### src/rtl/srl_pkg.sv
// Package with shared constants, types and the key compare function of the sorted record list.
`timescale 1ns / 1ps
package srl_pkg;

  // List size and derived widths.
  localparam int CAPACITY = 16;
  localparam int CNT_W    = $clog2(CAPACITY + 1);
  localparam int CALC_W   = (CNT_W > 5) ? CNT_W : 5;

  typedef enum logic [1:0] {
    CMD_INSERT = 2'd0,
    CMD_DELETE = 2'd1,
    CMD_SEARCH = 2'd2,
    CMD_SORTED = 2'd3
  } cmd_t;

  typedef enum logic [1:0] {
    ST_OK        = 2'd0,
    ST_FULL      = 2'd1,
    ST_BAD_POS   = 2'd2,
    ST_NOT_FOUND = 2'd3
  } status_t;

  typedef enum logic [1:0] {
    S_IDLE,
    S_COMPARE,
    S_APPLY
  } state_t;

  typedef enum logic [1:0] {
    CELL_HOLD,
    CELL_LOAD,
    CELL_FROM_LOWER,
    CELL_FROM_UPPER
  } cell_op_t;

  typedef struct packed {
    cell_op_t op;
    logic     cmp_en;
  } cell_ctrl_t;

  typedef struct packed {
    logic lt;
    logic eq;
  } cell_flags_t;

  typedef struct packed {
    logic [63:0] key_high;
    logic [63:0] key_low;
    logic [63:0] given_high;
    logic [63:0] given_mid;
    logic [63:0] given_low;
    logic [7:0]  init_char;
    logic [6:0]  age;
  } record_t;

  // String order of stored key a against given key b. Byte 0 sits in the top bits.
  // Walking from the last byte to the first leaves the first stopping byte in charge.
  function automatic cell_flags_t key_compare(logic [127:0] a, logic [127:0] b);
    cell_flags_t r;
    logic [7:0]  ab;
    logic [7:0]  bb;
    r.lt = 1'b0;
    r.eq = 1'b1;
    for (int n = 15; n >= 0; n--) begin
      ab = a[(15 - n) * 8 +: 8];
      bb = b[(15 - n) * 8 +: 8];
      if (ab != bb) begin
        r.lt = (ab < bb);
        r.eq = 1'b0;
      end else if (ab == 8'd0) begin
        r.lt = 1'b0;
        r.eq = 1'b1;
      end
    end
    return r;
  endfunction

endpackage

### src/rtl/srl_cell.sv
// One cell of the record chain: holds one entry, compares its key and moves data to neighbors.
`timescale 1ns / 1ps
module srl_cell (
  input  logic                clk,
  input  srl_pkg::cell_ctrl_t ctrl,
  input  srl_pkg::record_t    cmd_rec,
  input  srl_pkg::record_t    lower_rec,
  input  srl_pkg::record_t    upper_rec,
  output srl_pkg::record_t    rec,
  output srl_pkg::cell_flags_t flags
);
  import srl_pkg::*;

  // Entry storage: load the new record or take a neighbor's entry during a shift.
  always_ff @(posedge clk) begin
    unique case (ctrl.op)
      CELL_HOLD:       rec <= rec;
      CELL_LOAD:       rec <= cmd_rec;
      CELL_FROM_LOWER: rec <= lower_rec;
      CELL_FROM_UPPER: rec <= upper_rec;
      default:         rec <= rec;
    endcase
  end

  // Key compare against the command key, kept for the apply cycle.
  always_ff @(posedge clk) begin
    if (ctrl.cmp_en) begin
      flags <= key_compare({rec.key_high, rec.key_low}, {cmd_rec.key_high, cmd_rec.key_low});
    end
  end

endmodule

### config.mk
export PLATFORM = sky130hd
export DESIGN_NAME = srl_cell
export DESIGN_NICKNAME = d
export VERILOG_FILES = /design/src/rtl/srl_pkg.sv /design/src/rtl/srl_cell.sv
export SDC_FILE = /design/constraint.sdc
export NUM_CORES = 1
export LEC_CHECK = 0
export BUFFER_PORTS_ARGS = -buffer_cell sky130_fd_sc_hd__buf_2
export CORE_AREA = 4 4 525 527
export CTS_BUF_LIST = sky130_fd_sc_hd__clkbuf_4 sky130_fd_sc_hd__clkbuf_8
export DETAILED_ROUTE_END_ITERATION = 10
export DIE_AREA = 0 0 529 531
export SYNTH_ARGS = -nofsm -noshare
export SYNTH_HDL_FRONTEND = slang
export SYNTH_SLANG_ARGS = --single-unit
### constraint.sdc
create_clock -name clk -period 9.2 [get_ports clk]
set_input_delay 0.46 -clock clk [delete_from_list [all_inputs] [get_ports clk]]
set_output_delay 0.46 -clock clk [all_outputs]
set_load 0.05 [all_outputs]
==> flow_summary.toml, run 1 <==
[min_path]
hp-class = "input port to flop"

[clocking]
cts_tree = "done"
cts_buffers = 83
ctsHtreeMaxLevel = 3
clkSinkCount = 337
cts_max_path_buffers = 3
root_buffer = "clkbuf_8"
clkSlewWorstSetupHoldPaths_ns = 0.07
insertion_delay_ns = 0.77
cts_resized = 0

[worst_setup_path]
crit_path_start_kind = "flop"
path_class = "flop to flop"
cp_top_family = "simple AND/OR/NAND/NOR gates"
worstPathCellList = "ha_1 -> nand4_1 -> nor4_1 -> nand2_1 -> a41oi_1 -> o311ai_0 -> nand3_1 -> a22oi_1"
required_ns = 9.70
cp_slowest_cell = "nor4_1"
path_buf_inv = 0
max_stage_delay_ns = 0.75
path_max_fanout = 3
critPathCaptureType = "flop"
arrival_ns = 4.27

[detailed_routing]
detail_route.vias_per_cell = 3.39
wl_mm = 247
avgRoutedWirePerCell_um = 31.9
drc_errors = 0
ant_nets = 0
drt_iter0_markers = 2018
dr.pass1.iters = 5
vias = 26300

[floorplanning]
die_h_um = 531
core_area_mm2 = 0.271
fp.dieW_um = 529
design.portCount = 1346
start_util_pct = 7.66
dieArea_mm2 = 0.281
row_count = 191

[layout]
area_growth_pct = 92.3
fin_area_mm2 = 0.0398
drive_above_1_share_pct = 37.9
fin_nets = 5071

[timing]
max_freq_mhz = 266
setup_violations = 0
fin_crit_sh_pct = 40.9
worst_slew_pin_slew_ns = 1.13
skew_ns = 0.0360
slew_violations = 0
relSlewSlack_pct = 25.0
fin_tns_setup_ns = 0
hold_violations = 0
rsz0062_at_grt = "no"
period_minus_slack_ns = 3.76
holdWs_ns = 0.138

[synthesis]
syn-instance-count = 2003
avgSynthCellArea_um2 = 10.3
synth_cell_types = 58
ys_seq_elements = 337
synth_edf_count = 337
synth_flop_cell = "edfxtp_1"
seq_area_frac_synth_pct = 48.9
yosys_warnings = 0
postSynthNetCount = 3140
synth-async-reset-ratio_pct = 0
synth_area_mm2 = 0.0207

[power_and_ir_drop]
p_per_area_mw_per_mm2 = 160
vdd_ir_drop_max_v = 0.000102
fin_total_pwr_w = 0.00638
p_leak_nw = 17.3

[placed_design]
routabilityCongestion = 0.989
dpl.hpwl_mm = 219
dpl_cell_area_mm2 = 0.0317
port_buffers = 1345

[global_routing]
busiest_layer = "met2"
grt_use_met1_pct = 16.8
grt_pass1_wl_mm = 294
use_met2_pct = 24.6
grt_util_met3_pct = 12.9
track_usage_pct = 16.7
antenna_found_initial = 356
grt_max_degree = 130
first_global_vias = 25300
grt_overflow = 0

[job]
cap_violations = 0

[outcome]
status = "complete, no violations"
## cell type report
type	instances	area [µm²]
multi-input combinational	1420	9670
clock buffer	100	1270
fill	30800	231000
clock inverter	50	472
inverter	133	499
sequential	337	10100
tap	3570	4470
antenna	183	458
timing repair buffer	1959	12900
## flip-flops by register name, indices dropped and copies added, names as in the netlist
register  count
rec         335
flags         2
## cells in the final DEF (no fill, tap or decap), types with 10 or more instances in the layout
cell,count
ha_1,128
clkbuf_8,83
dlygate4sd3_1,591
buf_4,20
nand4_1,28
nand2_1,19
buf_2,1343
edfxtp_1,337
diode_2,183
nor4_1,19
or4_1,15
clkinv_2,10
clkbuf_4,17
nor2_1,367
inv_1,133
mux2i_1,335
a21o_1,10
clkinv_1,20
o21ai_0,25
a21oi_1,363
nor2b_1,14
## per-stage QoR
step / util, % / setup slack [ns] / cells
floorplan: - / 3.27 / 2003
global placement: 11.7 / 4.91 / 6828
detailed placement: 11.7 / 4.84 / 6828
CTS: 14.6 / 4.98 / 7569
global route: 14.7 / 5.01 / 7686
finish: 14.7 / 5.44 / 7752
## timing repair
| item | CTS | global route |
|---|---|---|
| endpoints found under the hold margin | 325 | 0 |
| hold buffers | 591 | 0 |
| setup buffers | 0 | 0 |
## metal layers
metal	wire (µm)	vias up
li1	-	11500
met1	83600	12100
met2	104000	1849
met3	44700	658
met4	13200	180
met5	1650	-
## logic make-up after synthesis
kind of cell    Yosys count  share of synthesized area, %
simple gates            497                          10.5
mux                     335                          16.2
compound gates          460                          12.2
buf+inv                 246                          4.53
fa+ha+maj               128                          7.73
flops                   337                          48.9
## final timing paths
path / startpoint / endpoint / slack, ns / depth (start not counted)
worst max register to register: rec[268] / flags[1] / 5.44 / 8
worst min register to register: rec[330] / flags[0] / 1.05 / 3
worst min-delay path: upper_rec[8] / rec[8] / 0.14 / 3
worst max-delay path: rec[268] / flags[1] / 5.44 / 8
## tightest hold or removal path, delay by kind of cell
family,cells,cell delay [ns]
AOI/OAI and AO/OA,1,0.16
buffers and inverters,1,0.07
muxes,1,0.12
## power by group
| group | leakage [nW] | total [W] | switching, W | internal, W |
|---|---|---|---|---|
| registers | 3.39 | 0.00202 | 0.000107 | 0.00191 |
| clock network | 0.887 | 0.00210 | 0.000955 | 0.00114 |
| logic | 13.0 | 0.00226 | 0.00155 | 0.000713 |
| total | 17.3 | 0.00638 | 0.00261 | 0.00377 |
## synth_stat cells (3+ instances only)
cell type | count | area (µm²)
nor2_1 | 367 | 1380
a21oi_1 | 363 | 1820
edfxtp_1 | 337 | 10100
mux2i_1 | 335 | 3350
inv_1 | 133 | 499
ha_1 | 128 | 1600
clkbuf_1 | 72 | 270
buf_1 | 29 | 109
nand4_1 | 28 | 175
o21ai_0 | 25 | 125
nand2_1 | 19 | 71.3
nor4_1 | 19 | 119
or4_1 | 15 | 113
nor2b_1 | 14 | 87.6
buf_2 | 12 | 60.1
a21o_1 | 10 | 75.1
nor3_1 | 9 | 45.0
o211ai_1 | 9 | 67.6
a211oi_1 | 8 | 60.1
nand2b_1 | 8 | 50.1
o21a_1 | 7 | 52.6
or2_2 | 5 | 31.3
a22oi_1 | 3 | 22.5
a31oi_1 | 3 | 18.8
(Power assumes the default switching activity.)
==> run 2, diff against run 1 <==
--- a/config.mk
+++ b/config.mk
@@ -6,10 +6,10 @@
 export NUM_CORES = 1
 export LEC_CHECK = 0
 export BUFFER_PORTS_ARGS = -buffer_cell sky130_fd_sc_hd__buf_2
-export CORE_AREA = 4 4 525 527
+export CORE_AREA = 4 4 526 528
 export CTS_BUF_LIST = sky130_fd_sc_hd__clkbuf_4 sky130_fd_sc_hd__clkbuf_8
 export DETAILED_ROUTE_END_ITERATION = 10
-export DIE_AREA = 0 0 529 531
+export DIE_AREA = 0 0 530 532
 export SYNTH_ARGS = -nofsm -noshare
 export SYNTH_HDL_FRONTEND = slang
 export SYNTH_SLANG_ARGS = --single-unit
==> constraint.sdc (replaced) <==
create_clock -name clk -period 3.1 [get_ports clk]
set_input_delay 0.155 -clock clk [delete_from_list [all_inputs] [get_ports clk]]
set_output_delay 0.155 -clock clk [all_outputs]
set_load 0.05 [all_outputs]
==> run 2 against run 1 <==
Total power rose to 3.0 times the previous value. Via count rose by 3.4%. Final cell count rose by 1.5%. Largest power group unchanged. Sequential power rose to 3.0 times the previous value. Critical path depth rose by 2. Maximum frequency rose by 29%. Clock-buffer cell count fell by 7. Utilization rose by 0.55 points. Flip-flop and latch count did not move. Die area rose by 0.38%.
==> flow_summary.toml, run 2 (synthesized netlist as in run 1, its figures left out) <==
[timing]
setup_ws_ns = 0.182
rsz0062_at_grt = "yes"
fin_tns_setup_ns = 0
setup_violations = 0
slew_violations = 0
hold_violations = 0
period_minus_slack_ns = 2.92
skew_ns = 0.0655
relSlewSlack_pct = 36.6
max_freq_mhz = 343
fin_crit_sh_pct = 94.1
worst_slew_pin_slew_ns = 0.944

[worst_setup_path]
path_class = "flop to flop"
required_ns = 3.66
path_max_fanout = 3
crit_path_start_kind = "flop"
critPathCaptureType = "flop"
arrival_ns = 3.47

[global_routing]
first_global_vias = 26800
grt_max_degree = 86
grt_overflow = 0
grt_pass1_wl_mm = 303
track_usage_pct = 16.9
antenna_found_initial = 336

[detailed_routing]
ant_nets = 0
wl_mm = 249
vias = 27200
drt_iter0_markers = 1999
avgRoutedWirePerCell_um = 31.7
drc_errors = 0
detail_route.vias_per_cell = 3.45
dr.pass1.iters = 5

[floorplanning]
start_util_pct = 7.60
design.portCount = 1346
core_area_mm2 = 0.272
fp.dieW_um = 530
row_count = 192
dieArea_mm2 = 0.282
die_h_um = 532

[clocking]
cts_max_path_buffers = 4
cts_tree = "done"
insertion_delay_ns = 0.87
cts_buffers = 81
root_buffer = "clkbuf_8"
clkSlewWorstSetupHoldPaths_ns = 0.07
ctsHtreeMaxLevel = 3
clkSinkCount = 337

[placed_design]
dpl.hpwl_mm = 224
dp_worst_setup_slack_ns = -1.11
placed_cells = 6921
routabilityCongestion = 1.01
port_buffers = 1345

[power_and_ir_drop]
vdd_ir_drop_max_v = 0.000280
p_per_area_mw_per_mm2 = 454
p_leak_nw = 18.2

[layout]
area_growth_pct = 101
n_fill_cell = 31000
drive_above_1_share_pct = 38.1
max_flop_register = "rec"
fin_nets = 5260
final_util_pct = 15.3
finalNonFillerCells = 7868
multi_input_area_mm2 = 0.00981
layout_common_cells = "buf_2, dlygate4sd3_1, nor2_1"
largest_reg_flops = 335
top_regs = "rec x335, flags x2"
final-seq-area_mm2 = 0.0101
final_common_cell = "buf_2"

[outcome]
status = "complete, no violations"

[job]
cap_violations = 0

[min_path]
hp-class = "input port to flop"
[run 2: timing repair]
item | CTS | global route
resized for setup | 23 | 3
gates cloned | 0 | 0
hold endpoints to repair | 338 | 0
hold buffers | 709 | 0
setup endpoints to repair | 1 | 1
pin swaps | 4 | 4
buffers inserted | 1 | 0
[run 2: worst paths after layout]
path / start / to / slack [ns] / cells after the start
worst max register to register: rec[264] / flags[1] / 0.18 / 10
worst max-delay path: rec[264] / flags[1] / 0.18 / 10
worst min register to register: rec[328] / flags[0] / 0.98 / 3
worst min-delay path: lower_rec[182] / rec[182] / 0.18 / 3
[run 2: metal layers]
metal,GRT usage (%),part of all wire [%]
met1,18.4,36
met2,26.2,42
met3,11.0,16
met4,6.24,4.8
met5,0,0.43
[run 2: cell type report]
cell class | instances | area share, %
Antenna cell | 103 | 0.619
Sequential cell | 337 | 24.3
Clock inverter | 43 | 1.01
Inverter | 133 | 1.20
Tap cell | 3589 | 10.8
Timing Repair Buffer | 2150 | 35.6
Clock buffer | 93 | 2.90
Multi-Input combinational cell | 1420 | 23.6
[run 2: critical path: stages, from the launching register on]
cell and delay [ns]:
edfxtp_1 0.44, ha_4 0.29, nand4_1 0.37, buf_6 0.28
nor4_4 0.32, buf_6 0.19, nand2_8 0.06, a41oi_4 0.23
o311ai_4 0.18, nand3_2 0.17, a22oi_2 0.06
[run 2: through the flow]
stage	power (W)	hold slack (ns)	instance area [µm²]
6_report	0.0189	0.176	41600
5_1_grt	0.0199	0.111	41500
4_1_cts	0.0193	0.0205	41300
3_5_place_dp	0.0122	0.392	32500
3_3_place_gp	0.0121	0.392	32500
2_1_floorplan	0.00918	0.267	20800
[run 2: report_power, final]
group	leakage [nW]	switching [W]	internal, W
sequential	3.39	0.000313	0.00567
clock	0.842	0.00263	0.00325
combinational	13.9	0.00468	0.00236
